$ cat config.mk
export PLATFORM = sky130hd
export DESIGN_NAME = mgd_ctrl
export DESIGN_NICKNAME = d
export VERILOG_FILES = /design/src/rtl/mgd_pkg.sv /design/src/rtl/mgd_ctrl.sv
export SDC_FILE = /design/constraint.sdc
export NUM_CORES = 1
export LEC_CHECK = 0
export BUFFER_PORTS_ARGS = -buffer_cell sky130_fd_sc_hd__clkbuf_2
export CORE_MARGIN = 2
export CORE_UTILIZATION = 42
export CTS_CLUSTER_DIAMETER = 120
export CTS_CLUSTER_SIZE = 14
export DETAILED_ROUTE_END_ITERATION = 10
export GPL_TIMING_DRIVEN = 0
export HOLD_SLACK_MARGIN = 0.12
export PLACE_DENSITY_LB_ADDON = 0.12
export SLEW_MARGIN = 0
export SYNTH_ARGS = -nofsm -noshare
export SYNTH_HDL_FRONTEND = slang
export SYNTH_SLANG_ARGS = --single-unit
$ cat constraint.sdc
create_clock -name clk -period 2.45 [get_ports clk]
set_clock_uncertainty 0.15 [all_clocks]
set_input_delay 0.1225 -clock clk [delete_from_list [all_inputs] [get_ports clk]]
set_output_delay 0.1225 -clock clk [all_outputs]
set_load 0.005 [all_outputs]
$ cat src/rtl/mgd_pkg.sv
// shared types, constants and helper functions for the masked grid diffusion step
// no dependencies; imported by every module of the block except mgd_ram
package mgd_pkg;

    localparam int GRID_W = 64;
    localparam int GRID_H = 64;
    localparam int CELLS  = GRID_W * GRID_H;
    localparam int AW     = $clog2(CELLS);
    localparam int CXW    = $clog2(GRID_W);
    localparam int CYW    = $clog2(GRID_H);
    localparam int LVW    = 32;
    localparam int KW     = 2;
    localparam int GW     = 15;
    localparam int PHW    = 3;
    localparam int WORDW  = KW + LVW;

    localparam int S_DATA_W = 48;
    localparam int S_USER_W = 3;
    localparam int M_DATA_W = 40;
    localparam int CFG_IW   = 1;
    localparam int CFG_DW   = 32;

    localparam logic [2:0] OP_TICK      = 3'd0;
    localparam logic [2:0] OP_SET_KIND  = 3'd1;
    localparam logic [2:0] OP_SET_LEVEL = 3'd2;
    localparam logic [2:0] OP_ADD       = 3'd3;
    localparam logic [2:0] OP_READ      = 3'd4;

    localparam logic [KW-1:0] KIND_EMPTY     = 2'd0;
    localparam logic [KW-1:0] KIND_WALL      = 2'd1;
    localparam logic [KW-1:0] KIND_GENERATOR = 2'd2;
    localparam logic [KW-1:0] KIND_VOID      = 2'd3;

    localparam logic [CFG_IW-1:0] REG_GAIN  = 1'd0;
    localparam logic [CFG_IW-1:0] REG_POWER = 1'd1;

    localparam logic [GW-1:0]  GAIN_RESET  = 15'd6554;
    localparam logic [LVW-1:0] POWER_RESET = 32'd131072;

    // sweep phases of one cell during the stencil pass
    localparam logic [PHW-1:0] PH_RD_C = 3'd0;
    localparam logic [PHW-1:0] PH_RD_L = 3'd1;
    localparam logic [PHW-1:0] PH_RD_R = 3'd2;
    localparam logic [PHW-1:0] PH_RD_U = 3'd3;
    localparam logic [PHW-1:0] PH_RD_D = 3'd4;
    localparam logic [PHW-1:0] PH_ACC  = 3'd5;
    localparam logic [PHW-1:0] PH_MUL  = 3'd6;
    localparam logic [PHW-1:0] PH_WR   = 3'd7;

    // phases of one cell during the update pass
    localparam logic [PHW-1:0] PH_AP_RD = 3'd0;
    localparam logic [PHW-1:0] PH_AP_WR = 3'd1;

    typedef enum logic [2:0] {
        S_CLEAR,
        S_IDLE,
        S_ITEM_RD,
        S_ITEM_WR,
        S_CALC,
        S_APPLY,
        S_DONE
    } state_t;

    typedef enum logic [2:0] {
        RS_ITEM,
        RS_CELL,
        RS_LEFT,
        RS_RIGHT,
        RS_UP,
        RS_DOWN
    } rsel_t;

    typedef struct packed {
        logic           capture;
        logic           sat_clr;
        logic           clr_wr;
        logic           mem_rd;
        rsel_t          rsel;
        logic           center_ld;
        logic           acc;
        logic           mul;
        logic           delta_wr;
        logic           delta_rd;
        logic           apply_wr;
        logic           item_exec;
        logic           out_load;
        logic [CXW-1:0] cx;
        logic [CYW-1:0] cy;
    } cmd_t;

    typedef struct packed {
        logic is_tick;
        logic out_free;
    } stat_t;

    function automatic logic [AW-1:0] cell_addr(input logic [CXW-1:0] x,
                                                input logic [CYW-1:0] y);
        return AW'(y) * AW'(GRID_W) + AW'(x);
    endfunction

    // returns {saturated, clamped value}
    function automatic logic [LVW:0] clamp_level(input logic signed [34:0] v);
        logic [LVW:0] r;
        if (v[34:31] == 4'b0000 || v[34:31] == 4'b1111)
            r = {1'b0, v[31:0]};
        else if (v[34])
            r = {1'b1, 32'h8000_0000};
        else
            r = {1'b1, 32'h7FFF_FFFF};
        return r;
    endfunction

endpackage

$ cat src/rtl/mgd_ctrl.sv
// controller state machine: clear pass, item sequencing, stencil and update sweeps
// depends on mgd_pkg
module mgd_ctrl
    import mgd_pkg::*;
(
    input  logic  clk,
    input  logic  rst_n,
    input  logic  s_tvalid,
    input  stat_t stat,
    output logic  s_tready,
    output cmd_t  cmd
);

    state_t         state_reg, state_next;
    logic [PHW-1:0] phase_reg, phase_next;
    logic [CXW-1:0] cx_reg, cx_next;
    logic [CYW-1:0] cy_reg, cy_next;
    logic           last_cell;
    logic [CXW-1:0] cx_adv;
    logic [CYW-1:0] cy_adv;

    assign last_cell = (cx_reg == CXW'(GRID_W - 1)) && (cy_reg == CYW'(GRID_H - 1));

    always_comb
    begin
        if (cx_reg == CXW'(GRID_W - 1))
        begin
            cx_adv = '0;
            cy_adv = cy_reg + CYW'(1);
        end
        else
        begin
            cx_adv = cx_reg + CXW'(1);
            cy_adv = cy_reg;
        end
    end

    always_ff @(posedge clk or negedge rst_n)
    begin
        if (!rst_n)
        begin
            state_reg <= S_CLEAR;
            phase_reg <= '0;
            cx_reg    <= '0;
            cy_reg    <= '0;
        end
        else
        begin
            state_reg <= state_next;
            phase_reg <= phase_next;
            cx_reg    <= cx_next;
            cy_reg    <= cy_next;
        end
    end

    // next state and sweep counters
    always_comb
    begin
        state_next = state_reg;
        phase_next = phase_reg;
        cx_next    = cx_reg;
        cy_next    = cy_reg;
        unique case (state_reg)
            S_CLEAR:
            begin
                if (last_cell)
                begin
                    state_next = S_IDLE;
                    cx_next    = '0;
                    cy_next    = '0;
                end
                else
                begin
                    cx_next = cx_adv;
                    cy_next = cy_adv;
                end
            end
            S_IDLE:
            begin
                if (s_tvalid)
                begin
                    state_next = S_ITEM_RD;
                end
            end
            S_ITEM_RD:
            begin
                phase_next = '0;
                state_next = stat.is_tick ? S_CALC : S_ITEM_WR;
            end
            S_ITEM_WR:
            begin
                state_next = S_DONE;
            end
            S_CALC:
            begin
                if (phase_reg == PH_WR)
                begin
                    phase_next = '0;
                    if (last_cell)
                    begin
                        state_next = S_APPLY;
                        cx_next    = '0;
                        cy_next    = '0;
                    end
                    else
                    begin
                        cx_next = cx_adv;
                        cy_next = cy_adv;
                    end
                end
                else
                begin
                    phase_next = phase_reg + PHW'(1);
                end
            end
            S_APPLY:
            begin
                if (phase_reg == PH_AP_WR)
                begin
                    phase_next = '0;
                    if (last_cell)
                    begin
                        state_next = S_DONE;
                        cx_next    = '0;
                        cy_next    = '0;
                    end
                    else
                    begin
                        cx_next = cx_adv;
                        cy_next = cy_adv;
                    end
                end
                else
                begin
                    phase_next = PH_AP_WR;
                end
            end
            S_DONE:
            begin
                if (stat.out_free)
                begin
                    state_next = S_IDLE;
                end
            end
            default:
            begin
                state_next = S_IDLE;
            end
        endcase
    end

    // command outputs
    always_comb
    begin
        cmd      = '0;
        cmd.rsel = RS_ITEM;
        cmd.cx   = cx_reg;
        cmd.cy   = cy_reg;
        s_tready = 1'b0;
        unique case (state_reg)
            S_CLEAR:
            begin
                cmd.clr_wr = 1'b1;
            end
            S_IDLE:
            begin
                s_tready    = 1'b1;
                cmd.capture = s_tvalid;
            end
            S_ITEM_RD:
            begin
                cmd.sat_clr = 1'b1;
                cmd.mem_rd  = 1'b1;
                cmd.rsel    = RS_ITEM;
            end
            S_ITEM_WR:
            begin
                cmd.item_exec = 1'b1;
            end
            S_CALC:
            begin
                unique case (phase_reg)
                    PH_RD_C:
                    begin
                        cmd.mem_rd = 1'b1;
                        cmd.rsel   = RS_CELL;
                    end
                    PH_RD_L:
                    begin
                        cmd.mem_rd    = 1'b1;
                        cmd.rsel      = RS_LEFT;
                        cmd.center_ld = 1'b1;
                    end
                    PH_RD_R:
                    begin
                        cmd.mem_rd = 1'b1;
                        cmd.rsel   = RS_RIGHT;
                        cmd.acc    = 1'b1;
                    end
                    PH_RD_U:
                    begin
                        cmd.mem_rd = 1'b1;
                        cmd.rsel   = RS_UP;
                        cmd.acc    = 1'b1;
                    end
                    PH_RD_D:
                    begin
                        cmd.mem_rd = 1'b1;
                        cmd.rsel   = RS_DOWN;
                        cmd.acc    = 1'b1;
                    end
                    PH_ACC:
                    begin
                        cmd.acc = 1'b1;
                    end
                    PH_MUL:
                    begin
                        cmd.mul = 1'b1;
                    end
                    PH_WR:
                    begin
                        cmd.delta_wr = 1'b1;
                    end
                    default:
                    begin
                        cmd.mul = 1'b0;
                    end
                endcase
            end
            S_APPLY:
            begin
                if (phase_reg == PH_AP_RD)
                begin
                    cmd.mem_rd   = 1'b1;
                    cmd.rsel     = RS_CELL;
                    cmd.delta_rd = 1'b1;
                end
                else
                begin
                    cmd.apply_wr = 1'b1;
                end
            end
            S_DONE:
            begin
                cmd.out_load = stat.out_free;
            end
            default:
            begin
                s_tready = 1'b0;
            end
        endcase
    end

`ifndef SYNTHESIS
    a_one_item: assert property (@(posedge clk) disable iff (!rst_n)
        (s_tvalid && s_tready) |=> !s_tready)
        else $error("second transaction accepted while an item is in progress");

    a_calc_to_apply: assert property (@(posedge clk) disable iff (!rst_n)
        (state_reg == S_CALC && phase_reg == PH_WR && last_cell) |=> state_reg == S_APPLY)
        else $error("stencil pass did not hand over to update pass");

    a_item_order: assert property (@(posedge clk) disable iff (!rst_n)
        (state_reg == S_ITEM_WR) |-> $past(state_reg == S_ITEM_RD))
        else $error("item write without preceding cell read");
`endif

endmodule

==> impl_metrics.csv <==
group,metric,value,unit
timing,fmax,451.2,MHz
floorplan,ioPinCount,33,
grt,grt_pass1_vias,975,
critical_path,required,2490,ps
finish,drive_above_1_share,0.2394,
synth,async_reset_ff_frac,1.000,
synth,synth.yosys.warnings,0,
synth,ys_seq_area_frac,0.3554,
run,cap_violations,0,
floorplan,die_h,58.94,um
cts,cts.reportedPaths.clkPinSlew,100,ps
cts,clockBufferDepth,2,
grt,antenna_found_initial,0,
timing,fin_crit,2216,ps
timing,finalSetupViolCount,0,
cts,cts.sinks,18,
cts,cts_tree,"built",
timing,holdWs,138.8,ps
critical_path,worstSetupPathType,"reg -> reg",
floorplan,die_x,58.94,um
floorplan,core-area,2805,um^2
outcome,failed_checks,"design-rule violations",
synth,synth_top_area_frac,0.3554,
min_path,hp-class,"in -> async",
cts,ctsHtreeMaxLevel,1,
synth,ys.flop_type,"dfrtp_1",
route,vias,1220,
cts,cts-buffers-inserted,3,
finish,synthToLayoutAreaGrowth,21.72,%
grt,grt_max_degree,19,
synth,synth.distinct_cells,45,
grt,globalRoute.totalOverflow,0,
critical_path,r2r_cells,6,
synth,synth_edf_count,0,
cts,root_buffer,"clkbuf_4",
synth,yosysTopAreaCell,"dfrtp_1",
cts,clkLatencyLatePin,290,ps
critical_path,worstSetupEndpointType,"flip-flop",
placed_design,portBuffers,32,
pwr,ir_drop,0.0007697,V
pwr,pwr_density_cell,1202,nW/um^2
pwr,pwr-share-comb,0.630,
grt,grt_usage,0.1714,
grt,grt_pass1_wl,4.554,mm
critical_path,r2r-start,"phase_reg[0]",
timing,drv_slew,0,
route,totalWireLength,2.835,mm
synth,synth_area,1267,um^2
route,wl_per_cell,12.95,um
synth,syn_area_per_cell,8.564,um^2
critical_path,arrival,2260,ps
critical_path,worst-path-max-fanout,9,
route,first_pass_iters,7,
synth,ys_ff_latch,18,
pwr,intPower,975.5,uW
floorplan,num_rows,19,
outcome,status,"complete, but fails checks",
timing,worstMarginPinSlew,626.1,ps
finish,fin_nets,202,
timing,rsz0062_at_grt,"false",
critical_path,critPathLaunchType,"flip-flop",
timing,finalSetupTns,0,ps
timing,fin_crit_sh,0.9047,
route,ant_nets,0,
timing,relSlewSlack,0.5788,
synth,syn_inst,148,
route,route.detailed.drc,1,
pwr,switching_power,878.7,uW
finish,antenna_cells,0,
pwr,seq_power_share,0.273,
critical_path,rrSetupSlack,230,ps
floorplan,dieArea,3473,um^2
floorplan,start_util,0.4518,
finish,fill_cells,271,
pwr,p_leak,0.0007674,uW
placed_design,hpwlAfterDp,2.163,mm
pwr,p_clk_frac,0.097,
synth,synth_area_leaders,"dfrtp_1 36%, ha_1 7.9%, nand2_1 5.0%",
route,dr.first_iter.drc_count,51,
timing,hold_viol_final,0,
pwr,power_switching_share,0.4739,
synth,synth_nets,161,
critical_path,r2r_end,"cy_reg[1]",
route,viasPerCell,5.571,
placed_design,gp_congestion,0.8140,
-- cells in the mapped netlist, types with 2 or more instances --
library cell and number:
a21o_1 2, nor3_1 6, nor2_1 13, a21oi_1 10
inv_1 9, dfrtp_1 18, buf_2 2, nor3b_1 4
xnor2_1 2, buf_6 2, and3_1 2, xor2_1 2
nand3_1 8, nand2_1 17, clkbuf_1 2, o211ai_1 2
nor2b_1 3, ha_1 8, o21ai_0 10
-- power groups by stage --
stage | clock network [uW] | registers (uW) | logic, uW
CTS | 189 | 506 | 1170
global route | 196 | 527 | 1320
detailed placement | 0 | 512 | 1150
finish | 181 | 506 | 1170
floorplan | 0 | 493 | 831
global placement | 0 | 507 | 1130
-- cell usage in the layout, fill, tap and decap left out, types with 3 or more instances in the layout --
master and n:
ha_1 8, clkbuf_4 3, nand3_1 8, nor2_1 13, nand2_1 17, o21ai_0 10
dlygate4sd3_1 4, nor3b_1 4, dfrtp_1 18, clkbuf_2 32, inv_1 9, a21oi_1 10
nor2b_1 3, nor3_1 6
-- stage by stage --
| stage | power [uW] | util | instances | setup slack [ps] | cell area (um^2) |
|---|---|---|---|---|---|
| floorplan | 1324 | - | 148 | 418.7 | 1267 |
| global placement | 1633 | 0.5227 | 211 | 277.1 | 1466 |
| detailed placement | 1659 | 0.5227 | 211 | 254.2 | 1466 |
| CTS | 1866 | 0.5500 | 219 | 223.8 | 1543 |
| global route | 2047 | 0.5500 | 219 | 99.41 | 1543 |
| finish | 1854 | 0.5500 | 219 | 233.6 | 1543 |
-- cell type report --
cell class,count,area (um^2),share of cell area
Buffer,6,40.04,0.02595
Clock buffer,4,36.28,0.02352
Multi-Input combinational cell,115,743.2,0.4818
Tap cell,31,38.79,0.02514
Inverter,9,33.78,0.02190
Timing Repair Buffer,36,200.2,0.1298
Sequential cell,18,450.4,0.2920
-- critical path, cell delays in order, from the launching register on --
cell	delay, ps
dfrtp_1	440
ha_1	280
ha_1	250
nor3b_1	410
a211oi_4	140
nand2_2	110
mux2_2	330
-- worst max-delay path by stage --
| stage | from | endpoint | slack (ps) | cells after the start |
|---|---|---|---|---|
| 2_1_floorplan | phase_reg[0] | cy_reg[1] | 420 | 6 |
| 3_3_place_gp | phase_reg[0] | cy_reg[1] | 280 | 6 |
| 3_5_place_dp | phase_reg[0] | cy_reg[1] | 250 | 6 |
| 4_1_cts | phase_reg[0] | cy_reg[1] | 220 | 6 |
| 5_1_grt | state_reg[2] | cmd[20] | 100 | 5 |
| 6_report | phase_reg[0] | cy_reg[1] | 230 | 6 |
-- logic make-up after synthesis --
kind of cell | share of synthesized area
AO/OA/AOI/OAI | 0.2113
adder cells (fa/ha/maj) | 0.07898
flip-flops | 0.3554
multiplexers | 0.01678
AND/OR/NAND/NOR | 0.2518
XOR/XNOR | 0.02765
buffers and inverters | 0.05824
-- timing repair --
action                    in CTS  in global routing
gates resized for setup        0                  0
hold buffers                   4                  0
hold endpoints to repair      21                  0
setup buffers                  0                  0
-- per-layer routing --
metal / vias up / track usage / share of wire
met2: 28 / 0.2603 / 0.47
met4: 0 / 0.01948 / 0.0032
met3: 2 / 0.04615 / 0.042
li1: 612 / - / -
met1: 578 / 0.2528 / 0.49
met5: - / 0 / 0
Power figures use the tool's default switching activity.
